`src/rtl/gdc_pkg.sv`:
```
// shared types, codes and the stencil term table for the divergence and curl core
`default_nettype none

package gdc_pkg;

  // sequencer states
  typedef enum logic [2:0] {
    ST_IDLE,
    ST_READ,
    ST_MUL,
    ST_DRAIN,
    ST_FIN,
    ST_DONE
  } state_t;

  // axis of a difference, also used for the vector component
  typedef enum logic [1:0] {
    AXIS_X,
    AXIS_Y,
    AXIS_Z
  } axis_t;

  // request kinds
  localparam logic REQ_WRITE = 1'b0;
  localparam logic REQ_QUERY = 1'b1;

  // configuration register indexes
  localparam int CFG_INDEX_W = 3;
  localparam logic [CFG_INDEX_W-1:0] CFG_SIZE_X      = 3'd0;
  localparam logic [CFG_INDEX_W-1:0] CFG_SIZE_Y      = 3'd1;
  localparam logic [CFG_INDEX_W-1:0] CFG_SIZE_Z      = 3'd2;
  localparam logic [CFG_INDEX_W-1:0] CFG_HALF_INV_DX = 3'd3;
  localparam logic [CFG_INDEX_W-1:0] CFG_HALF_INV_DY = 3'd4;
  localparam logic [CFG_INDEX_W-1:0] CFG_HALF_INV_DZ = 3'd5;

  // fixed field widths
  localparam int CFG_DATA_W = 32;
  localparam int SIZE_W     = 5;
  localparam int IDX_W      = 4;
  localparam int FACTOR_W   = 32;
  localparam int VEC_W      = 32;
  localparam int RES_W      = 32;
  localparam int STATUS_W   = 2;

  // reset values of the configuration registers
  localparam logic [SIZE_W-1:0]   SIZE_RESET   = 5'd16;
  localparam logic [FACTOR_W-1:0] FACTOR_RESET = 32'd32768;

  // result status codes
  localparam logic [STATUS_W-1:0] STATUS_OK    = 2'd0;
  localparam logic [STATUS_W-1:0] STATUS_RANGE = 2'd1;
  localparam logic [STATUS_W-1:0] STATUS_SAT   = 2'd2;

  // multiplier chunking of the difference magnitude
  localparam int CHUNK_W = 16;

  // sequencer counter widths and end points
  localparam int TERM_W    = 4;
  localparam int READ_W    = 3;
  localparam int RES_SEL_W = 2;
  localparam logic [READ_W-1:0]    READ_LAST = 3'd6;
  localparam logic [RES_SEL_W-1:0] RES_LAST  = 2'd3;

  // one product term of a result: difference axis, component, sign flip,
  // and whether it closes the current result
  typedef struct packed {
    axis_t axis;
    axis_t comp;
    logic  flip;
    logic  last;
  } term_info_t;

  // control from the sequencer to the multiply-accumulate unit
  typedef struct packed {
    logic en;
    logic clr;
    logic neg;
  } mac_ctrl_t;

  // rounded and saturated accumulator value
  typedef struct packed {
    logic [RES_W-1:0] value;
    logic             sat;
  } mac_res_t;

  // term order: divergence (3 terms), then curl x, y, z (2 terms each)
  function automatic term_info_t term_info(input logic [TERM_W-1:0] t);
    term_info_t ti;
    ti = '{axis: AXIS_X, comp: AXIS_X, flip: 1'b0, last: 1'b0};
    case (t)
      4'd0: ti = '{axis: AXIS_X, comp: AXIS_X, flip: 1'b0, last: 1'b0};
      4'd1: ti = '{axis: AXIS_Y, comp: AXIS_Y, flip: 1'b0, last: 1'b0};
      4'd2: ti = '{axis: AXIS_Z, comp: AXIS_Z, flip: 1'b0, last: 1'b1};
      4'd3: ti = '{axis: AXIS_Y, comp: AXIS_Z, flip: 1'b0, last: 1'b0};
      4'd4: ti = '{axis: AXIS_Z, comp: AXIS_Y, flip: 1'b1, last: 1'b1};
      4'd5: ti = '{axis: AXIS_Z, comp: AXIS_X, flip: 1'b0, last: 1'b0};
      4'd6: ti = '{axis: AXIS_X, comp: AXIS_Z, flip: 1'b1, last: 1'b1};
      4'd7: ti = '{axis: AXIS_X, comp: AXIS_Y, flip: 1'b0, last: 1'b0};
      4'd8: ti = '{axis: AXIS_Y, comp: AXIS_X, flip: 1'b1, last: 1'b1};
      default: ti = '{axis: AXIS_X, comp: AXIS_X, flip: 1'b0, last: 1'b1};
    endcase
    return ti;
  endfunction

endpackage

`default_nettype wire

```
`src/rtl/gdc_mac.sv`:
```
// shared chunked multiply-accumulate unit with rounding and saturation
`default_nettype none

module gdc_mac #(
  parameter  int COMP_WIDTH = 32,
  localparam int DW         = COMP_WIDTH + 1,
  localparam int NCH        = (DW + gdc_pkg::CHUNK_W - 1) / gdc_pkg::CHUNK_W,
  localparam int CSW        = $clog2(NCH)
) (
  input  wire logic                             clk,
  input  wire logic                             rst,
  input  wire gdc_pkg::mac_ctrl_t               ctrl,
  input  wire logic [CSW-1:0]                   chunk,
  input  wire logic [COMP_WIDTH:0]              mag,
  input  wire logic [gdc_pkg::FACTOR_W-1:0]     factor,
  output gdc_pkg::mac_res_t                     res
);

  localparam int PADW = NCH * gdc_pkg::CHUNK_W;
  localparam int PW   = gdc_pkg::CHUNK_W + gdc_pkg::FACTOR_W;
  localparam int ACCW = COMP_WIDTH + 36;
  localparam int RW   = gdc_pkg::RES_W;

  logic [PADW-1:0]              mag_pad;
  logic [gdc_pkg::CHUNK_W-1:0]  mag_chunk;
  logic [PW-1:0]                prod;
  logic [CSW-1:0]               p_chunk;
  logic                         p_neg;
  logic                         p_vld;
  logic signed [ACCW-1:0]       addend;
  logic signed [ACCW-1:0]       addend_s;
  logic signed [ACCW-1:0]       acc;
  logic signed [ACCW-1:0]       acc_next;
  logic signed [ACCW-1:0]       rnd;
  logic [ACCW-RW-16:0]          upper;
  logic                         fits;

  // pick the chunk of the magnitude for this pass
  assign mag_pad   = PADW'(mag);
  assign mag_chunk = mag_pad[chunk*gdc_pkg::CHUNK_W +: gdc_pkg::CHUNK_W];

  // multiply stage
  always_ff @(posedge clk) begin
    prod    <= mag_chunk * factor;
    p_chunk <= chunk;
    p_neg   <= ctrl.neg;
  end

  always_ff @(posedge clk) begin
    if (rst) begin
      p_vld <= 1'b0;
    end else begin
      p_vld <= ctrl.en;
    end
  end

  // accumulate stage: shifted partial product, signed by the term
  always_comb begin
    addend   = ACCW'(prod) << (p_chunk * gdc_pkg::CHUNK_W);
    addend_s = p_neg ? -addend : addend;
    acc_next = acc;
    if (ctrl.clr) begin
      acc_next = '0;
    end else if (p_vld) begin
      acc_next = acc + addend_s;
    end
  end

  always_ff @(posedge clk) begin
    acc <= acc_next;
  end

  // round half up to q16.16 and clamp to 32 bits
  always_comb begin
    rnd   = acc + ACCW'(32'h0000_8000);
    upper = rnd[ACCW-1:RW+15];
    fits  = (&upper) | ~(|upper);
    res.sat = ~fits;
    if (fits) begin
      res.value = rnd[RW+15:16];
    end else if (rnd[ACCW-1]) begin
      res.value = {1'b1, {(RW-1){1'b0}}};
    end else begin
      res.value = {1'b0, {(RW-1){1'b1}}};
    end
  end

endmodule

`default_nettype wire

```
`config.mk`:
```
export PLATFORM = sky130hd
export DESIGN_NAME = gdc_mac
export DESIGN_NICKNAME = d
export VERILOG_FILES = /design/src/rtl/gdc_pkg.sv /design/src/rtl/gdc_mac.sv
export SDC_FILE = /design/constraint.sdc
export NUM_CORES = 2
export LEC_CHECK = 0
export ABC_AREA = 1
export ABC_CLOCK_PERIOD_IN_PS = 13700
export BUFFER_PORTS_ARGS = -buffer_cell sky130_fd_sc_hd__buf_2
export CAP_MARGIN = 20
export CORE_MARGIN = 1.5
export CORE_UTILIZATION = 40
export DETAILED_ROUTE_END_ITERATION = 8
export HOLD_SLACK_MARGIN = 0.12
export PLACE_DENSITY = 0.57
export SLEW_MARGIN = 20
export SYNTH_ARGS = -nofsm -noshare
export SYNTH_HDL_FRONTEND = slang
export SYNTH_SLANG_ARGS = --single-unit
```
`constraint.sdc`:
```
create_clock -name clk -period 13.7 [get_ports clk]
set_input_delay 0.685 -clock clk [delete_from_list [all_inputs] [get_ports clk]]
set_output_delay 0.685 -clock clk [all_outputs]
set_load 0.05 [all_outputs]
```
Yosys cells after proc, flatten, opt, wreduce, memory -nomap -nowiden
Index checks and enable logic that the tools add are counted.
- register bits after elaboration: 120
- bits in latches: 0
- memory bits (writable): 0
- bits in read-only memories: 0
- output and inout port bits: 33
- logic and storage cells: 19
- memories kept: 0
- add/sub/neg operators: 3
- multipliers: 1
- divide/modulo/power cells: 0
- magnitude comparators: 0
- eq/ne operators: 0
- shift-type cells: 2
- muxes and demuxes: 3
- bitwise logic cells: 3
- reduce and logical (&&, ||, !) cells: 2
- operator list (operator ; number):
    68-bit by 16-bit adder with 68-bit output (second input constant) ; 1
    68-bit adder ; 1
    68-bit two-way mux ; 1
    68-bit negator ; 1
    48-bit by 6-bit left shift with 68-bit output ; 1
    32-bit two-way mux ; 2
    16-bit by 32-bit multiplier with 48-bit output ; 1
    48-bit by 7-bit variable part select with 16-bit output ; 1
    21-bit AND reduction ; 1
    21-bit OR reduction ; 1
    1-bit inverter ; 2
    1-bit OR ; 1

Longest topological paths before layout
- word-level depth: 5
- depth in mapped cells: 34
- gate-level depth less buffers: 32

Least setup slack after synthesis
No wires, ideal clock.
- kind: in2reg
- start: input chunk[0]
- end: register prod[44]
- setup time: 0.120 ns
- data arrival time: 6.921 ns
- data required time: 13.580 ns
- path slack: 6.659 ns
- stages on the path: 27
- path buffers: 3
- cells stage by stage: clkbuf_1 > clkinv_1 > buf_2 > nor2_1 > nor3_1 > inv_1 > clkbuf_1 > nor2_1 > fa_1 > fa_1 > fa_1 > fa_1 > fa_1 > inv_1 > fa_1 > inv_1 > ha_1 > nand2_1 > nor2_1 > inv_1 > nor3_1 > inv_1 > nor3_1 > a21oi_1 > o21ai_0 > a31oi_1 > xnor2_1
- word-level cells in the longest chain between the ends: 2
- ends and longest elaborated chain (what ; RTL line ; RTL):
    from (decl) ; gdc_mac.sv:13 ; input wire logic [CSW-1:0] chunk,
    48-bit by 7-bit variable part select with 16-bit output ; gdc_mac.sv:40 ; assign mag_chunk = mag_pad[chunk*gdc_pkg::CHUNK_W +: gdc_pkg::CHUNK_W];
    16-bit by 32-bit multiplier with 48-bit output ; gdc_mac.sv:44 ; prod <= mag_chunk * factor;
    to (signal assigned) ; gdc_mac.sv:44 ;
    to (decl) ; gdc_mac.sv:26 ; logic [PW-1:0] prod;
Every way passes these cells.
A chain may end at the register's enable or synchronous reset.

Worst setup path in the final report
- start: input chunk[0]
- end: register prod[35]
Same word-level chain as after synthesis.

==> flow_summary_export.csv <==
group,metric,value,unit
die,dieArea,75800,µm²
min_path,worstHoldPathType,"input port to register",
worst_setup_path,worstPathRequired,14100,ps
placement,dp_slack,5220,ps
pwr,total_power,6.23,mW
placement,gp_congestion,0.983,
placement,numPortBuffers,104,
sta,timing.final.crit_period,7980,ps
placement,dp_hpwl,88.7,mm
clocking,post_cts_buffers,0,
final_layout,final_cells,5404,
outcome,violations,"DRC",
worst_setup_path,start_kind,"input port",
global_route,gr-total-overflow,0,
sta,hold_viol,0,
global_route,grt.busiest_layer,"met2",
sta,fin_ws,5720,ps
final_layout,final_area,31600,µm²
outcome,status,"complete, but fails checks",
synth,yosysSeqAreaShare,8.09,%
pwr,p_leak,15.9,nW
final_layout,area_growth,6.49,%
worst_setup_path,end_kind,"register",
routing,drc,9,
synth,ys.flop_type,"dfxtp_1",
die,fp.dieW,275,µm
routing,vias_per_cell,5.14,
clocking,cts_sinks,120,
clocking,root_buffer,"clkbuf_16",
worst_setup_path,cp_data_arrival_time,8380,ps
routing,firstDrtPassIters,9,
clocking,cts_htree_levels,4,
synth,ys_warn_count,0,
die,fp.dieH,275,µm
clocking,cts_tree,"yes",
global_route,grt_max_degree,75,
routing,wl_per_cell,19.3,µm
clocking,clkSlewWorstSetupHoldPaths,60,ps
routing,drtIter0Drc,1807,
die,row_count,99,
sta,rsz0062_at_grt,"no",
synth,ys_seq_elements,120,
worst_setup_path,critPathMaxFanout,22,
synth,yosysTopAreaCellShare,28.3,%
clocking,ctsResizeCount,0,
pwr,power.density,197,nW/µm²
global_route,grt_pass1_wl,163,mm
synth,synth_nets,5093,
synth,ys_async_sr_fraction,0,%
synth,netlist_area,29700,µm²
synth,synth_cell_type_count,53,
global_route,use_met2,49.2,%
final_layout,drive_above_1_share,5.11,%
clocking,cts-hold-fix-buffers,0,
sta,hold-worst-slack,319,ps
synth,synth_common_cells,"1060 x nand2_1, 839 x inv_1, 633 x nor2_1",
global_route,antenna_found_initial,0,
sta,tightest_slew,1060,ps
clocking,ctsLongestPathBuffers,2,
final_layout,final_nets,5112,
routing,wl,104,mm
sta,period_share,58.3,%
clocking,insertion_delay,470,ps
global_route,met3_usage,3.07,%
synth,synth_top_area_cell,"fa_1",
die,start_util,40.5,%
placement,dpl.cell_count,5370,
sta,fmax,125,MHz
die,core-area,73200,µm²
placement,post_dp_cell_area,30900,µm²
global_route,grt_use_total,28.3,%
sta,maxSlewHeadroom,29.1,%
flow_run,cap_viol_max_count,0,
global_route,grt_pass1_vias,28380,
routing,postRouteAntennaNets,0,
sta,tns,0,ps
sta,finalSetupViolations,0,
final_layout,final_core_util,43.2,%
synth,ys_top_cells_by_area,"fa_1 28%, nand2_1 13%, inv_1 11%",
synth,post-synth-top-count-cell,"nand2_1",
pwr,ir_drop,0.234,mV
routing,num_vias,27775,
synth,syn_area_per_cell,6.73,µm²
worst_setup_path,critPathKind,"input port to register",
clocking,cts_buffers,17,
global_route,met1_usage,35.5,%
die,ios,105,
synth,syn_inst,4413,
final_layout,n_antenna_cell,0,
synth,synth-edff-count,0,
sta,fin_skew,12.8,ps
sta,maxSlewViolCount,0,
[per-layer routing]
layer / part of all wire, % / vias up
met5: 0 / -
li1: - / 13542
met1: 43 / 13272
met2: 48 / 781
met4: 4.4 / 0
met3: 4.9 / 180
[cells by family after synthesis]
kind of cell	count (synthesis)	synth area share (%)
AO/OA/AOI/OAI	511	9.59
flip-flops	120	8.09
buffers and inverters	983	12.9
adder cells (fa/ha/maj)	608	36.2
XOR/XNOR	196	5.78
AND/OR/NAND/NOR	1995	27.4
[final timing paths]
path | cells past startpoint | slack [ps] | to | from
hold reg to reg | 2 | 520 | acc[0]$_SDFFE_PP0P_ | acc[0]$_SDFFE_PP0P_
hold / removal | 1 | 320 | p_neg$_DFF_P_ | ctrl[0]
setup reg to reg | 31 | 8270 | acc[67]$_SDFFE_PP0P_ | p_chunk[0]$_DFF_P_
setup / recovery | 28 | 5720 | prod[35]$_DFF_P_ | chunk[0]
[cell usage in the layout, fill, tap and decap left out, types with 21 or more instances in the layout]
master   Yosys  layout
a21o_1      28      28
a21oi_1    206     206
a31oi_1     32      32
buf_2        7     104
buf_4        3      21
dfxtp_1    120     119
fa_1       419     419
ha_1       189     189
inv_1      839     838
nand2_1   1060    1060
nand3_1    134     134
nand4_1     29      29
nor2_1     633     633
nor3_1      63      63
o21ai_0    171     171
xnor2_1     51      51
xor2_1     145     145
[area by class of cell]
| cell class | instances | area, µm² |
|---|---|---|
| clock buffer | 17 | 425 |
| clock inverter | 15 | 191 |
| fill | 7921 | 41600 |
| inverter | 856 | 3220 |
| multi-input combinational | 3310 | 23400 |
| sequential | 120 | 2400 |
| tap | 959 | 1200 |
| timing repair buffer | 127 | 721 |
[sequential cells by signal, indices dropped and copies added, names as in the netlist]
register / cells
acc: 68
p_vld: 1
prod: 48
p_chunk: 2
p_neg: 1
[worst max-delay path, stage by stage]
cell and delay (ps):
buf_2 260, clkinv_1 440, nand2_1 160, nand2_1 60, nand2_1 520, inv_1 590
nand2_1 250, fa_1 410, inv_1 80, fa_1 440, fa_1 520, fa_1 510
fa_1 580, inv_1 70, fa_1 540, inv_1 40, ha_1 410, nand2_1 110
nor2_1 230, inv_1 80, nor3_1 330, a21oi_1 190, o21ai_0 340, nand2_1 100
nand2_1 110, nand3_1 90, nand2_1 90, xor2_1 150
[report_power, final]
group / switching (mW) / internal [mW]
sequential: 0.0926 / 0.489
combinational: 3.45 / 1.71
clock: 0.200 / 0.290
total: 3.74 / 2.48
Note: power is estimated with default switching activity, not from simulation.
